[src/rtl/core/swcs_pkg.sv]
// shared constants and types for the sliding window congestion sender
// no dependencies
package swcs_pkg;
  localparam int SeqSpaceDef   = 32768;
  localparam int QueueDepthDef = 32;
  localparam int CwndW = 22;
  localparam int MssW  = 11;
  localparam int WinW  = 14;
  localparam int TickW = 16;
  localparam int SeqW  = 15;
  localparam int CntW  = 6;
  localparam int ClsW  = 3;
  localparam int CfgIdxW = 3;

  localparam logic [1:0] OpSend = 2'd0;
  localparam logic [1:0] OpAck  = 2'd1;
  localparam logic [1:0] OpTick = 2'd2;

  localparam logic [ClsW-1:0] ClsNone    = 3'd0;
  localparam logic [ClsW-1:0] ClsOldest  = 3'd1;
  localparam logic [ClsW-1:0] ClsDup     = 3'd2;
  localparam logic [ClsW-1:0] ClsMatched = 3'd3;
  localparam logic [ClsW-1:0] ClsFlushed = 3'd4;
  localparam logic [ClsW-1:0] ClsEmpty   = 3'd5;

  localparam logic [CfgIdxW-1:0] RegMss      = 3'd0;
  localparam logic [CfgIdxW-1:0] RegCap      = 3'd1;
  localparam logic [CfgIdxW-1:0] RegThrInit  = 3'd2;
  localparam logic [CfgIdxW-1:0] RegThrFloor = 3'd3;
  localparam logic [CfgIdxW-1:0] RegTimeout  = 3'd4;
  localparam logic [CfgIdxW-1:0] RegStartSeq = 3'd5;

  // divider request and response
  typedef struct packed {
    logic              start;
    logic [MssW-1:0]   mss;
    logic [CwndW-1:0]  cwnd;
  } div_req_t;

  typedef struct packed {
    logic              done;
    logic [37:0]       quot;
  } div_rsp_t;
endpackage

[src/rtl/core/swcs_div.sv]
// serial restoring divider: (mss*mss << 16) / cwnd, one quotient bit per cycle
// depends on swcs_pkg
module swcs_div (
  input  logic                clk_i,
  input  logic                rst_ni,
  input  swcs_pkg::div_req_t  req_i,
  output swcs_pkg::div_rsp_t  rsp_o
);
  import swcs_pkg::*;

  localparam int NumW = 38;

  logic [NumW-1:0]  num_q, num_d;
  logic [CwndW:0]   rem_q, rem_d;
  logic [CwndW-1:0] den_q, den_d;
  logic [5:0]       cnt_q, cnt_d;
  logic             busy_q, busy_d, done_q, done_d;
  logic [21:0]      sq;
  logic [CwndW:0]   shifted, diff;

  assign sq = 22'(req_i.mss) * 22'(req_i.mss);
  assign shifted = {rem_q[CwndW-1:0], num_q[NumW-1]};
  assign diff = shifted - {1'b0, den_q};

  always_comb begin
    num_d = num_q;
    rem_d = rem_q;
    den_d = den_q;
    cnt_d = cnt_q;
    busy_d = busy_q;
    done_d = 1'b0;
    if (req_i.start) begin
      num_d = {sq, 16'd0};
      rem_d = '0;
      den_d = req_i.cwnd;
      cnt_d = 6'(NumW);
      busy_d = 1'b1;
    end else if (busy_q) begin
      if (!diff[CwndW]) begin
        rem_d = diff;
        num_d = {num_q[NumW-2:0], 1'b1};
      end else begin
        rem_d = shifted;
        num_d = {num_q[NumW-2:0], 1'b0};
      end
      cnt_d = cnt_q - 6'd1;
      if (cnt_q == 6'd1) begin
        busy_d = 1'b0;
        done_d = 1'b1;
      end
    end
  end

  always_ff @(posedge clk_i or negedge rst_ni) begin
    if (!rst_ni) begin
      busy_q <= 1'b0;
      done_q <= 1'b0;
      cnt_q <= '0;
    end else begin
      busy_q <= busy_d;
      done_q <= done_d;
      cnt_q <= cnt_d;
    end
  end

  always_ff @(posedge clk_i) begin
    num_q <= num_d;
    rem_q <= rem_d;
    den_q <= den_d;
  end

  assign rsp_o = {done_q, num_q};
endmodule

[src/rtl/core/swcs_queue.sv]
// segment queue memory: one write port, one registered read port
// depends on swcs_pkg
module swcs_queue #(
  parameter int QueueDepth = swcs_pkg::QueueDepthDef,
  parameter int SeqSpace   = swcs_pkg::SeqSpaceDef
) (
  input  logic                          clk_i,
  input  logic                          we_i,
  input  logic [$clog2(QueueDepth)-1:0] waddr_i,
  input  logic [$clog2(SeqSpace)-1:0]   wstart_i,
  input  logic [swcs_pkg::MssW-1:0]     wlen_i,
  input  logic [$clog2(QueueDepth)-1:0] raddr_i,
  output logic [$clog2(SeqSpace)-1:0]   rstart_o,
  output logic [swcs_pkg::MssW-1:0]     rlen_o
);
  import swcs_pkg::*;

  localparam int SW = $clog2(SeqSpace);

  logic [SW+MssW-1:0] mem [QueueDepth];
  logic [SW+MssW-1:0] rd_q;

  always_ff @(posedge clk_i) begin
    if (we_i) mem[waddr_i] <= {wstart_i, wlen_i};
    rd_q <= mem[raddr_i];
  end

  assign rstart_o = rd_q[SW+MssW-1:MssW];
  assign rlen_o = rd_q[MssW-1:0];
endmodule

[src/rtl/core/sliding_window_congestion_sender.sv]
// sliding window congestion sender top level: control sequencer and state
// depends on swcs_pkg, swcs_queue, swcs_div
//
// usage: pulse start with opcode_i, segment_length_i and ack_number_i while
// busy is low. exactly one result follows, shown for one cycle with
// valid_o high; the receiver cannot stall it.
// opcodes: segment sent, ack received, timer tick.
// latency (busy states after the accepting edge): send StSend, StOut; tick
// StTickRd (one queue memory read), StTick, StOut; unknown opcode, or ack or
// tick on an empty queue StOut; duplicate ack StAckRd, StAckCmp, StOut; ack of
// the oldest segment adds StGrow; a newer ack pops in StPopCmp/StPopRd, StGrow
// on a match; avoidance growth adds StDivWait (one-bit-per-cycle 38-bit divider).
// throughput: the result shows in the first cycle with busy low and the next
// transaction may be taken in that same cycle, so items are latency+1 apart.
// configuration: cfg_valid_i/cfg_ready_o with cfg_index_i and cfg_data_i,
// taken only while idle. writing start_seq empties the queue.
// reset: this module's registers take their reset values; the queue memory needs no
// clearing because entries are only read after being written.
module sliding_window_congestion_sender #(
  parameter int SeqSpace   = swcs_pkg::SeqSpaceDef,
  parameter int QueueDepth = swcs_pkg::QueueDepthDef
) (
  input  logic                              clk_i,
  input  logic                              rst_ni,
  input  logic                              start,
  output logic                              busy,
  input  logic [1:0]                        opcode_i,
  input  logic [swcs_pkg::MssW-1:0]         segment_length_i,
  input  logic [swcs_pkg::SeqW-1:0]         ack_number_i,
  input  logic                              cfg_valid_i,
  output logic                              cfg_ready_o,
  input  logic [swcs_pkg::CfgIdxW-1:0]      cfg_index_i,
  input  logic [15:0]                       cfg_data_i,
  output logic                              valid_o,
  output logic [swcs_pkg::ClsW-1:0]         ack_class_o,
  output logic                              retransmit_o,
  output logic [swcs_pkg::SeqW-1:0]         retransmit_seq_o,
  output logic [swcs_pkg::MssW-1:0]         retransmit_length_o,
  output logic [swcs_pkg::WinW-1:0]         window_bytes_o,
  output logic [swcs_pkg::WinW-1:0]         threshold_bytes_o,
  output logic                              send_allowed_o,
  output logic [swcs_pkg::SeqW-1:0]         next_sequence_o,
  output logic [swcs_pkg::CntW-1:0]         outstanding_o,
  output logic                              overflow_o
);
  import swcs_pkg::*;

  localparam int SW = $clog2(SeqSpace);
  localparam int QW = $clog2(QueueDepth);
  localparam int CW = $clog2(QueueDepth + 1);
  localparam logic [CW-1:0] Full = CW'(QueueDepth);
  localparam logic [SW:0] Half = (SW+1)'(SeqSpace / 2);

  typedef enum logic [3:0] {
    StIdle, StSend, StTickRd, StTick, StAckRd, StAckCmp, StPopRd, StPopCmp,
    StGrow, StDivWait, StOut
  } state_e;

  state_e state_q;
  logic [MssW-1:0]  mss_q;
  logic [WinW-1:0]  cap_q, thr_floor_q;
  logic [TickW-1:0] timeout_q;
  logic [QW-1:0]    head_q;
  logic [CW-1:0]    count_q;
  logic [CwndW-1:0] cwnd_q;
  logic [WinW-1:0]  ssthr_q;
  logic [SW-1:0]    base_q, next_q, ack_q;
  logic [TickW-1:0] tick_q;
  logic [MssW-1:0]  len_q;
  logic [ClsW-1:0]  cls_q;
  logic             rtx_q, ovf_q, valid_q;
  logic [SeqW-1:0]  rtx_seq_q;
  logic [MssW-1:0]  rtx_len_q;

  logic          q_we;
  logic [QW-1:0] q_waddr;
  logic [SW-1:0] rd_start;
  logic [MssW-1:0] rd_len;
  div_req_t      dreq;
  div_rsp_t      drsp;

  swcs_queue #(.QueueDepth(QueueDepth), .SeqSpace(SeqSpace)) u_queue (
    .clk_i    (clk_i),
    .we_i     (q_we),
    .waddr_i  (q_waddr),
    .wstart_i (next_q),
    .wlen_i   (len_q),
    .raddr_i  (head_q),
    .rstart_o (rd_start),
    .rlen_o   (rd_len)
  );

  swcs_div u_div (
    .clk_i  (clk_i),
    .rst_ni (rst_ni),
    .req_i  (dreq),
    .rsp_o  (drsp)
  );

  function automatic logic seq_before(logic [SW-1:0] a, logic [SW-1:0] b);
    logic [SW:0] d, mag;
    d = {1'b0, b} - {1'b0, a};
    mag = d[SW] ? ((SW+1)'(0) - d) : d;
    if (mag > Half) seq_before = d[SW];
    else seq_before = !d[SW] && (d != '0);
  endfunction

  logic [SW-1:0] head_end;
  logic          accept;
  logic [CW-1:0] tail_sum;
  logic [TickW-1:0] tick_inc;
  logic [WinW-1:0]  half_w;
  logic [CwndW:0]   grow_sum;
  logic [CwndW:0]   cap_fx;
  logic [38:0]      div_sum;
  logic [SW-1:0]    target;
  logic             div_go;

  assign head_end = SW'({1'b0, rd_start} + {{(SW+1-MssW){1'b0}}, rd_len});
  assign accept = start && !busy;
  assign busy = (state_q != StIdle);
  assign cfg_ready_o = (state_q == StIdle) && !start;
  assign tail_sum = CW'(head_q) + count_q;
  assign q_waddr = tail_sum[QW-1:0];
  assign q_we = (state_q == StSend) && (count_q != Full);
  assign tick_inc = (tick_q == '1) ? tick_q : tick_q + 16'd1;
  assign half_w = {1'b0, cwnd_q[CwndW-1:9]};
  assign cap_fx = {1'b0, cap_q, 8'd0};
  assign grow_sum = {1'b0, cwnd_q} + {4'd0, mss_q, 8'd0};
  assign div_sum = {17'd0, cwnd_q} + {1'b0, drsp.quot};
  assign div_go = (state_q == StGrow) && (cwnd_q[CwndW-1:8] >= ssthr_q)
                  && (cwnd_q != '0);
  assign dreq = {div_go, mss_q, cwnd_q};

  always_ff @(posedge clk_i or negedge rst_ni) begin
    if (!rst_ni) begin
      state_q <= StIdle;
      mss_q <= 11'd1024;
      cap_q <= 14'd10240;
      thr_floor_q <= 14'd1024;
      timeout_q <= 16'd500;
      head_q <= '0;
      count_q <= '0;
      cwnd_q <= 22'(11'd1024) << 8;
      ssthr_q <= 14'd10240;
      base_q <= '0;
      next_q <= '0;
      tick_q <= '0;
      valid_q <= 1'b0;
      len_q <= '0;
      ack_q <= '0;
      cls_q <= ClsNone;
      rtx_q <= 1'b0;
      ovf_q <= 1'b0;
      rtx_seq_q <= '0;
      rtx_len_q <= '0;
    end else begin
      valid_q <= 1'b0;
      case (state_q)
        StIdle: begin
          if (cfg_valid_i && cfg_ready_o) begin
            case (cfg_index_i)
              RegMss:      mss_q <= cfg_data_i[MssW-1:0];
              RegCap:      cap_q <= cfg_data_i[WinW-1:0];
              RegThrInit:  ssthr_q <= cfg_data_i[WinW-1:0];
              RegThrFloor: thr_floor_q <= cfg_data_i[WinW-1:0];
              RegTimeout:  timeout_q <= cfg_data_i;
              RegStartSeq: begin
                base_q <= SW'(cfg_data_i[SeqW-1:0]);
                next_q <= SW'(cfg_data_i[SeqW-1:0]);
                head_q <= '0;
                count_q <= '0;
                tick_q <= '0;
              end
              default: ;
            endcase
          end
          if (accept) begin
            len_q <= segment_length_i;
            ack_q <= SW'(ack_number_i);
            cls_q <= ClsNone;
            rtx_q <= 1'b0;
            ovf_q <= 1'b0;
            rtx_seq_q <= '0;
            rtx_len_q <= '0;
            case (opcode_i)
              OpSend:  state_q <= StSend;
              OpAck:   state_q <= (count_q == '0) ? StOut : StAckRd;
              OpTick:  state_q <= (count_q == '0) ? StOut : StTickRd;
              default: state_q <= StOut;
            endcase
            if (opcode_i == OpAck && count_q == '0) cls_q <= ClsEmpty;
          end
        end
        StSend: begin
          if (count_q == Full) begin
            ovf_q <= 1'b1;
          end else begin
            if (count_q == '0) tick_q <= '0;
            count_q <= count_q + CW'(1);
            next_q <= SW'({1'b0, next_q} + {{(SW+1-MssW){1'b0}}, len_q});
          end
          state_q <= StOut;
        end
        StTickRd: state_q <= StTick;
        StTick: begin
          if (tick_inc >= timeout_q) begin
            ssthr_q <= (half_w > thr_floor_q) ? half_w : thr_floor_q;
            cwnd_q <= {3'd0, mss_q, 8'd0};
            tick_q <= '0;
            rtx_q <= 1'b1;
            rtx_seq_q <= SeqW'(rd_start);
            rtx_len_q <= rd_len;
          end else begin
            tick_q <= tick_inc;
          end
          state_q <= StOut;
        end
        StAckRd: state_q <= StAckCmp;
        StAckCmp: begin
          if (ack_q == head_end) begin
            head_q <= head_q + QW'(1);
            count_q <= count_q - CW'(1);
            cls_q <= ClsOldest;
            state_q <= StGrow;
          end else if (seq_before(ack_q, head_end)) begin
            cls_q <= ClsDup;
            state_q <= StOut;
          end else begin
            cls_q <= ClsFlushed;
            state_q <= StPopCmp;
          end
        end
        StPopRd: state_q <= StPopCmp;
        StPopCmp: begin
          // head data already read for this entry
          head_q <= head_q + QW'(1);
          count_q <= count_q - CW'(1);
          if (ack_q == head_end) begin
            cls_q <= ClsMatched;
            state_q <= StGrow;
          end else if (count_q == CW'(1)) begin
            state_q <= StOut;
          end else begin
            state_q <= StPopRd;
          end
        end
        StGrow: begin
          base_q <= ack_q;
          tick_q <= '0;
          if (cwnd_q[CwndW-1:8] < ssthr_q) begin
            cwnd_q <= (grow_sum > cap_fx) ? cap_fx[CwndW-1:0] : grow_sum[CwndW-1:0];
            state_q <= StOut;
          end else if (cwnd_q == '0) begin
            cwnd_q <= cap_fx[CwndW-1:0];
            state_q <= StOut;
          end else begin
            state_q <= StDivWait;
          end
        end
        StDivWait: begin
          if (drsp.done) begin
            cwnd_q <= (div_sum > 39'(cap_fx)) ? cap_fx[CwndW-1:0] : div_sum[CwndW-1:0];
            state_q <= StOut;
          end
        end
        StOut: begin
          valid_q <= 1'b1;
          state_q <= StIdle;
        end
        default: state_q <= StIdle;
      endcase
    end
  end

  assign target = SW'({1'b0, base_q} + (SW+1)'(cwnd_q[CwndW-1:8]));

  assign valid_o = valid_q;
  assign ack_class_o = cls_q;
  assign retransmit_o = rtx_q;
  assign retransmit_seq_o = rtx_seq_q;
  assign retransmit_length_o = rtx_len_q;
  assign window_bytes_o = cwnd_q[CwndW-1:8];
  assign threshold_bytes_o = ssthr_q;
  assign send_allowed_o = seq_before(next_q, target);
  assign next_sequence_o = SeqW'(next_q);
  assign outstanding_o = CntW'(count_q);
  assign overflow_o = ovf_q;
endmodule
[config.mk]
export PLATFORM = sky130hd
export DESIGN_NAME = sliding_window_congestion_sender
export DESIGN_NICKNAME = d
export VERILOG_FILES = /design/src/rtl/core/swcs_pkg.sv /design/src/rtl/core/swcs_div.sv /design/src/rtl/core/swcs_queue.sv /design/src/rtl/core/sliding_window_congestion_sender.sv
export SDC_FILE = /design/constraint.sdc
export NUM_CORES = 2
export LEC_CHECK = 0
export BUFFER_PORTS_ARGS = -buffer_cell sky130_fd_sc_hd__buf_2
export CAP_MARGIN = 5
export CORE_AREA = 2 2 303 335
export DETAILED_ROUTE_END_ITERATION = 8
export DIE_AREA = 0 0 305 337
export GPL_TIMING_DRIVEN = 0
export PLACE_DENSITY = 0.85
export REMOVE_ABC_BUFFERS = 1
export SLEW_MARGIN = 25
export SYNTH_ARGS = -nofsm -noshare
export SYNTH_HDL_FRONTEND = slang
export SYNTH_HIERARCHICAL = 1
export SYNTH_SLANG_ARGS = --single-unit
[constraint.sdc]
create_clock -name clk_i -period 9.5 [get_ports clk_i]
set_input_delay 0 -clock clk_i [delete_from_list [all_inputs] [get_ports clk_i]]
set_output_delay 0 -clock clk_i [all_outputs]
set_load 0.005 [all_outputs]
Word-level counts from Yosys, hierarchy flattened:

Memory sizes are Yosys's and may differ from the RTL's. A register that Yosys moved wholly into a read port is not among the register bits.
Cells that the tools add are included.

* reductions and logical operators: 47
* shift operators: 0
* equal/unequal tests: 35
* div/mod/pow operators: 0
* multiplexer cells: 83
* bitwise logic cells: 0
* $mul: 1
* add/sub/neg operators: 16
* $lt $le $gt $ge: 8

Operator list (number)
* 2-to-1 mux 22 bit: 7
* 2-to-1 mux 16 bit: 8
* case mux 15 bit (2 select lines): 3
* 2-to-1 mux 38 bit: 2
* 2-to-1 mux 15 bit: 5
* case mux 22 bit (3 select lines): 1
* case mux 16 bit (4 select lines): 1
* 2-to-1 mux 14 bit: 4
* adder 22 x 38 -> 39 bit: 1
* greater-than comparator 39 x 22 -> 1 bit: 1
* 2-to-1 mux 6 bit: 6
* case mux 4 bit (9 select lines): 1
* greater-than comparator 16 x 15 -> 1 bit, second input constant: 2
* 2-to-1 mux 4 bit: 8
* nonzero test 16 bit: 2
* subtractor 1 x 16 -> 16 bit, first input constant: 2
* subtractor 15 x 15 -> 16 bit: 2
* adder 15 x 11 -> 15 bit: 2
* case mux 14 bit (2 select lines): 1
* case mux 6 bit (4 select lines): 1
* AND reduction 3 bit: 8
* adder 22 x 19 -> 23 bit: 1
* greater-than comparator 23 x 22 -> 1 bit: 1
* subtractor 23 x 22 -> 23 bit: 1
* 53 further kinds: 119

* latch bits: 0
* bits in writable memories: 832
* word-level logic and storage cells: 218
* memories kept: 1
* memory bits (read-only): 0
* bits in registers: 300

Memories
* u_queue.mem: depth 32, bits a word 26, read ports 1, clocked after memory_dff 1, wr ports 1, RTL line swcs_queue.sv:20 `logic [SW+MssW-1:0] mem [QueueDepth];`

Logic depth before layout (Yosys ltp):

* depth in word-level cells: 11
* depth in mapped cells: 27
* mapped depth without buffers: 26

Hierarchy:

The synthesis kept the hierarchy.

By module, submodules not included
* swcs_queue: area an instance 32961.6 um^2, sequential area each 25504.5 um^2, cells each 1848, instances 1
* sliding_window_congestion_sender: area an instance 18131.1 um^2, sequential area each 5271.3 um^2, cells each 2124, instances 1
* swcs_div: area an instance 8016.4 um^2, sequential area each 2282.2 um^2, cells each 839, instances 1

Least setup slack after synthesis:

OpenSTA, ideal clock, no wires.

* path type: register -> register
* start point: register mss_q[10]
* end point: register u_div.num_q[36] (data pin)
* data required time: 9.239 ns
* period minus slack after synthesis: 5.533 ns
* buffers on the path: 1
* stages on the path, launching flop included: 20
* arrival: 5.272 ns
* slack: 3.967 ns
* path through: dfstp_2 > clkbuf_1 > and2_1 > inv_1 > fa_1 > fa_1 > inv_1 > fa_1 > fa_1 > inv_1 > fa_1 > inv_1 > ha_1 > a21o_1 > a21oi_1 > o21ai_0 > a21o_1 > a41oi_1 > mux2i_1 > a311o_1

* longest elaborated chain between the ends: 2

RTL lines
* start, declared: RTL line sliding_window_congestion_sender.sv:60 `logic [MssW-1:0] mss_q;`
* start signal, assigned: RTL line sliding_window_congestion_sender.sv:163 `RegMss: mss_q <= cfg_data_i[MssW-1:0];`
* multiplier 11 x 11 -> 22 bit: RTL line swcs_div.sv:21 `assign sq = 22'(req_i.mss) * 22'(req_i.mss);`
* 2-to-1 mux 38 bit: RTL line swcs_div.sv:32 `if (req_i.start) begin`
* via u_div.num_d[36]: RTL line swcs_div.sv:13 `logic [NumW-1:0] num_q, num_d;`
* end signal, assigned: RTL line swcs_div.sv:67 `num_q <= num_d;`
* end, declared: RTL line swcs_div.sv:13

The timed path passes the listed nets, and every way through them passes these cells.
A chain may end at the register's enable or synchronous reset.

Worst setup path after layout:

* start point: register cwnd_q[9]
* end point: output send_allowed_o

* longest elaborated chain between the ends: 6
* elaborated cells on any way between the ends: 9
* those cells by class: 3 x add/sub; 1 x order compare; 2 x mux; 3 x reduce/logical

RTL lines
* start, declared: RTL line sliding_window_congestion_sender.sv:65 `logic [CwndW-1:0] cwnd_q;`
* start signal, assigned: RTL line sliding_window_congestion_sender.sv:144 `cwnd_q <= 22'(11'd1024) << 8;`
* start signal, assigned: RTL line sliding_window_congestion_sender.sv:209 `cwnd_q <= {3'd0, mss_q, 8'd0};`
* start signal, assigned: RTL line sliding_window_congestion_sender.sv:252 `cwnd_q <= (grow_sum > cap_fx) ? cap_fx[CwndW-1:0] : grow_sum[CwndW-1:0];`
* adder 15 x 14 -> 15 bit (*): RTL line sliding_window_congestion_sender.sv:276 `assign target = SW'({1'b0, base_q} + (SW+1)'(cwnd_q[CwndW-1:8]));`
* subtractor 15 x 15 -> 16 bit (*): RTL line sliding_window_congestion_sender.sv:102 `d = {1'b0, b} - {1'b0, a};`
* subtractor 1 x 16 -> 16 bit: RTL line sliding_window_congestion_sender.sv:103 `mag = d[SW] ? ((SW+1)'(0) - d) : d;`
* 2-to-1 mux 16 bit: RTL line sliding_window_congestion_sender.sv:103
* greater-than comparator 16 x 15 -> 1 bit: RTL line sliding_window_congestion_sender.sv:104 `if (mag > Half) seq_before = d[SW];`
* 2-to-1 mux 1 bit (*): RTL line sliding_window_congestion_sender.sv:104
* end, declared: RTL line sliding_window_congestion_sender.sv:41 `output logic send_allowed_o,`

Every way passes the cells marked *; elsewhere a longest branch is shown, timed or not.

==> summary.md <==
| Metric | Value |
|---|---|
| Yosys warns | `6` |
| Die W | `305 µm` |
| Area fraction of the dominant cell type after synthesis | `44.50%` |
| IR Drop Worst-Case VDD | `0.3603 mV` |
| Layout cell share with drive strength beyond 1 | `12.21%` |
| H-tree Lvls | `3` |
| Max Cap Violations | `0` |
| Status | `completed` |
| Post-synthesis async set-or-reset flop share | `18.83%` |
| WL/cell | `26.27 µm` |
| Min Clock Period, post-route | `7121 ps` |
| Initial core utilization | `59.30%` |
| Pins Over Slew Limit | `0` |
| DP Worst Slack | `3095 ps` |
| RSZ-0062 raised after global routing | `false` |
| DPL Wire Length | `105.6 mm` |
| Die ar. | `0.1028 mm²` |
| Leak | `25.69 nW` |
| Post-synth EDFFs | `876` |
| Post-synthesis sequential area ratio | `55.93%` |
| Slew margin rel. | `34.31%` |
| Largest net degree at the start of global routing | `80` |
| Via density | `6.639` |
| Final number of hold-violating endpoints | `0` |
| Crit Path Max Fanout | `12` |
| HP Class | `in2reg` |
| Main flop type after synthesis | `edfxtp_1` |
| Power Density | `375.4 mW/mm²` |
| Initial drt markers | `5006` |
| Crit path setup slack, layout | `2379 ps` |
| Synthesized area | `0.05911 mm²` |
| Root buffer cell | `clkbuf_16` |
| Synth unique cells | `113` |
| DRT Pass-1 Iters | `6` |
| Clock sinks | `1158` |
| Total GRT Usage | `32.24%` |
| CTS tree | `built` |
| FF-to-FF setup slack | `2830 ps` |
| Period utilization | `74.96%` |
| Worst-margin pin slew | `980.7 ps` |
| DRC viols | `0` |
| Fmax | `140.4 MHz` |
| CP Class | `reg2out` |
| Hold WS | `45.61 ps` |
| Core region area | `0.09968 mm²` |
| Vias | `42320` |
| CP required | `9500 ps` |
| Setup Skew | `95.65 ps` |
| Post-CTS Setup Inserts | `0` |
| Setup_tns | `0 ps` |
| Rows | `122` |
| Global placement routability congestion | `0.9300` |
| Setup violations, final | `0` |
| First-pass GRT wire length | `251.3 mm` |
| Wirelength, routed | `167.5 mm` |
| Synth area leader | `edfxtp_1` |
| Most frequent cell after synthesis | `edfxtp_1` |
| Post-synthesis sequential element count | `1158` |
| Antenna Nets Post-Route | `0` |
| TritonCTS Buffers | `110` |
| Mapped Cells | `4811` |
| Number of global-route vias before repair | `42680` |
| Commonest cells post-synth | `edfxtp_1 (876), mux2i_1 (490), nand2_1 (353)` |
| DIE HEIGHT | `337 µm` |
| Final global-route overflow total | `0` |
| Synthesis-to-layout area growth | `13.66%` |
| Setup crit start kind | `flip-flop` |
| Worst-skew pair later-pin latency | `760 ps` |
| Final net count | `5354` |
| I/O pin total | `135` |
| Average cell area after synthesis | `12.29 µm²` |
| Buffers on Ports | `134` |
| CP arrival | `7120 ps` |
| Clock Tree Buf Depth | `3` |
| Number of antenna violations at the first check in global routing | `5` |
| Final core utilization | `67.40%` |
| Reg clk slew, reported paths | `70 ps` |
| Synth area leaders | `edfxtp_1 (45%), dfrtp_1 (8.7%), mux2i_1 (8.3%)` |
| Crit end category | `primary output` |
==> layout make-up <==
cell class	count	area [µm²]
diodes	1	2.502
clock buffers	137	3008
clock inverters	72	913.4
fillers	6465	32490
inverters	285	1070
multi-input cells	3128	24100
flip-flops and latches	1158	33100
well taps	1302	1629
repair buffers	291	3358
==> metrics by stage <==
stage	cells	cell area, µm²	total power [mW]
global placement	6007	60150	19.70
global route	6374	67180	26.54
CTS	6373	67150	24.83
floorplan	4571	57850	16.96
finish	6374	67180	25.22
detailed placement	6087	62460	19.92
==> report_power, final <==
part	switching, mW	total [mW]	internal (mW)	leakage (nW)
Combinational	7.48	12.5	5.02	12.8
Clock	2.03	4.69	2.66	1.88
Sequential	1.46	8.03	6.57	11.0
==> critical path, stage by stage, from the launching register on <==
cell       delay [ps]
dfrtp_1           700
fa_1              600
a21o_1            190
a21oi_1           240
o21bai_1          100
a21oi_1           250
o21bai_1          110
a21oi_1           240
o21bai_1          120
a2111oi_0         650
nor2_1            140
xnor2_1           170
ha_1              350
and2_1            210
a22o_1            230
o31ai_2           650
o21ai_0           240
and3_1            250
a41oi_1           210
a311oi_1          100
nand2_1            80
o21ai_0            90
o21ai_1           310
buf_2             180
==> cell usage in the layout (no fill, tap or decap), types with 34 or more instances in the layout <==
master | synthesis | final
a211oi_1 | 44 | 44
a21o_1 | 71 | 71
a21oi_1 | 233 | 231
a22o_1 | 77 | 77
a22oi_1 | 80 | 80
a31oi_1 | 62 | 60
and2_1 | 48 | 47
and3_1 | 45 | 45
buf_16 | 0 | 54
buf_2 | 34 | 134
clkbuf_16 | 0 | 113
dfrtp_1 | 205 | 177
dfxtp_1 | 64 | 64
dlygate4sd3_1 | 0 | 76
edfxtp_1 | 876 | 876
fa_1 | 73 | 73
ha_1 | 256 | 256
inv_1 | 285 | 285
mux2_2 | 71 | 71
mux2i_1 | 490 | 490
nand2_1 | 353 | 350
nand3_1 | 128 | 128
nand4_1 | 36 | 36
nor2_1 | 241 | 204
nor2_4 | 0 | 34
nor3_1 | 58 | 56
o211ai_1 | 40 | 40
o21ai_0 | 155 | 155
xnor2_1 | 86 | 86
xor2_1 | 46 | 46
==> cells by family after synthesis <==
kind of cell / count (synthesis) / synth area share [%]
flip-flops: 1158 / 55.93
AO/OA/AOI/OAI: 994 / 11.41
buffers and inverters: 525 / 3.946
XOR/XNOR: 133 / 1.983
adder cells (fa/ha/maj): 329 / 7.891
multiplexers: 561 / 9.650
AND/OR/NAND/NOR: 1111 / 9.197
==> timing repair <==
item / in CTS / in global routing
endpoints found under the hold margin: 339 / 0
gates resized for setup: 0 / 0
setup endpoints to repair: 0 / 0
hold buffers: 77 / 0
==> sequential cells by signal (all words and copies together) (netlist names), 5 cells and up <==
register             cells
u_div/rem_q             22
mss_q                   11
u_queue/rd_q            26
base_q                  15
timeout_q               16
next_sequence_o         15
len_q                   11
u_div/den_q             22
cwnd_q                  22
u_queue/mem            832
u_div/cnt_q              6
cap_q                   14
tick_q                  16
thr_floor_q             14
retransmit_length_o     11
u_div/num_q             38
outstanding_o            6
threshold_bytes_o       14
retransmit_seq_o        15
head_q                   5
ack_q                   15
==> final timing paths <==
kind / endpoint / startpoint / depth (start not counted)
setup / recovery: send_allowed_o / cwnd_q[9]$_DFFE_PN0P_ / 23
hold / removal: timeout_q[15]$_DFFE_PN0P_ / cfg_data_i[15] / 3
setup reg to reg: ack_class_o[2]$_DFFE_PN0P_ / u_queue/rd_q[11]$_DFF_P_ / 24
hold reg to reg: retransmit_o$_DFFE_PN0P_ / retransmit_o$_DFFE_PN0P_ / 1
max in group asynchronous: timeout_q[8]$_DFFE_PN1P_ / rst_ni / 5
min in group asynchronous: retransmit_seq_o[4]$_DFFE_PN0P_ / rst_ni / 4
==> metal layers <==
metal | up-vias | share of wire [%] | track usage, % | routed length, µm
li1 | 18240 | - | - | -
met1 | 20440 | 35 | 37.85 | 57980
met2 | 2853 | 47 | 53.61 | 79210
met3 | 783 | 10 | 6.688 | 17160
met4 | 4 | 7.8 | 22.09 | 13090
met5 | - | 0.016 | 0 | 27
Note: power is estimated with default switching activity, not from simulation.
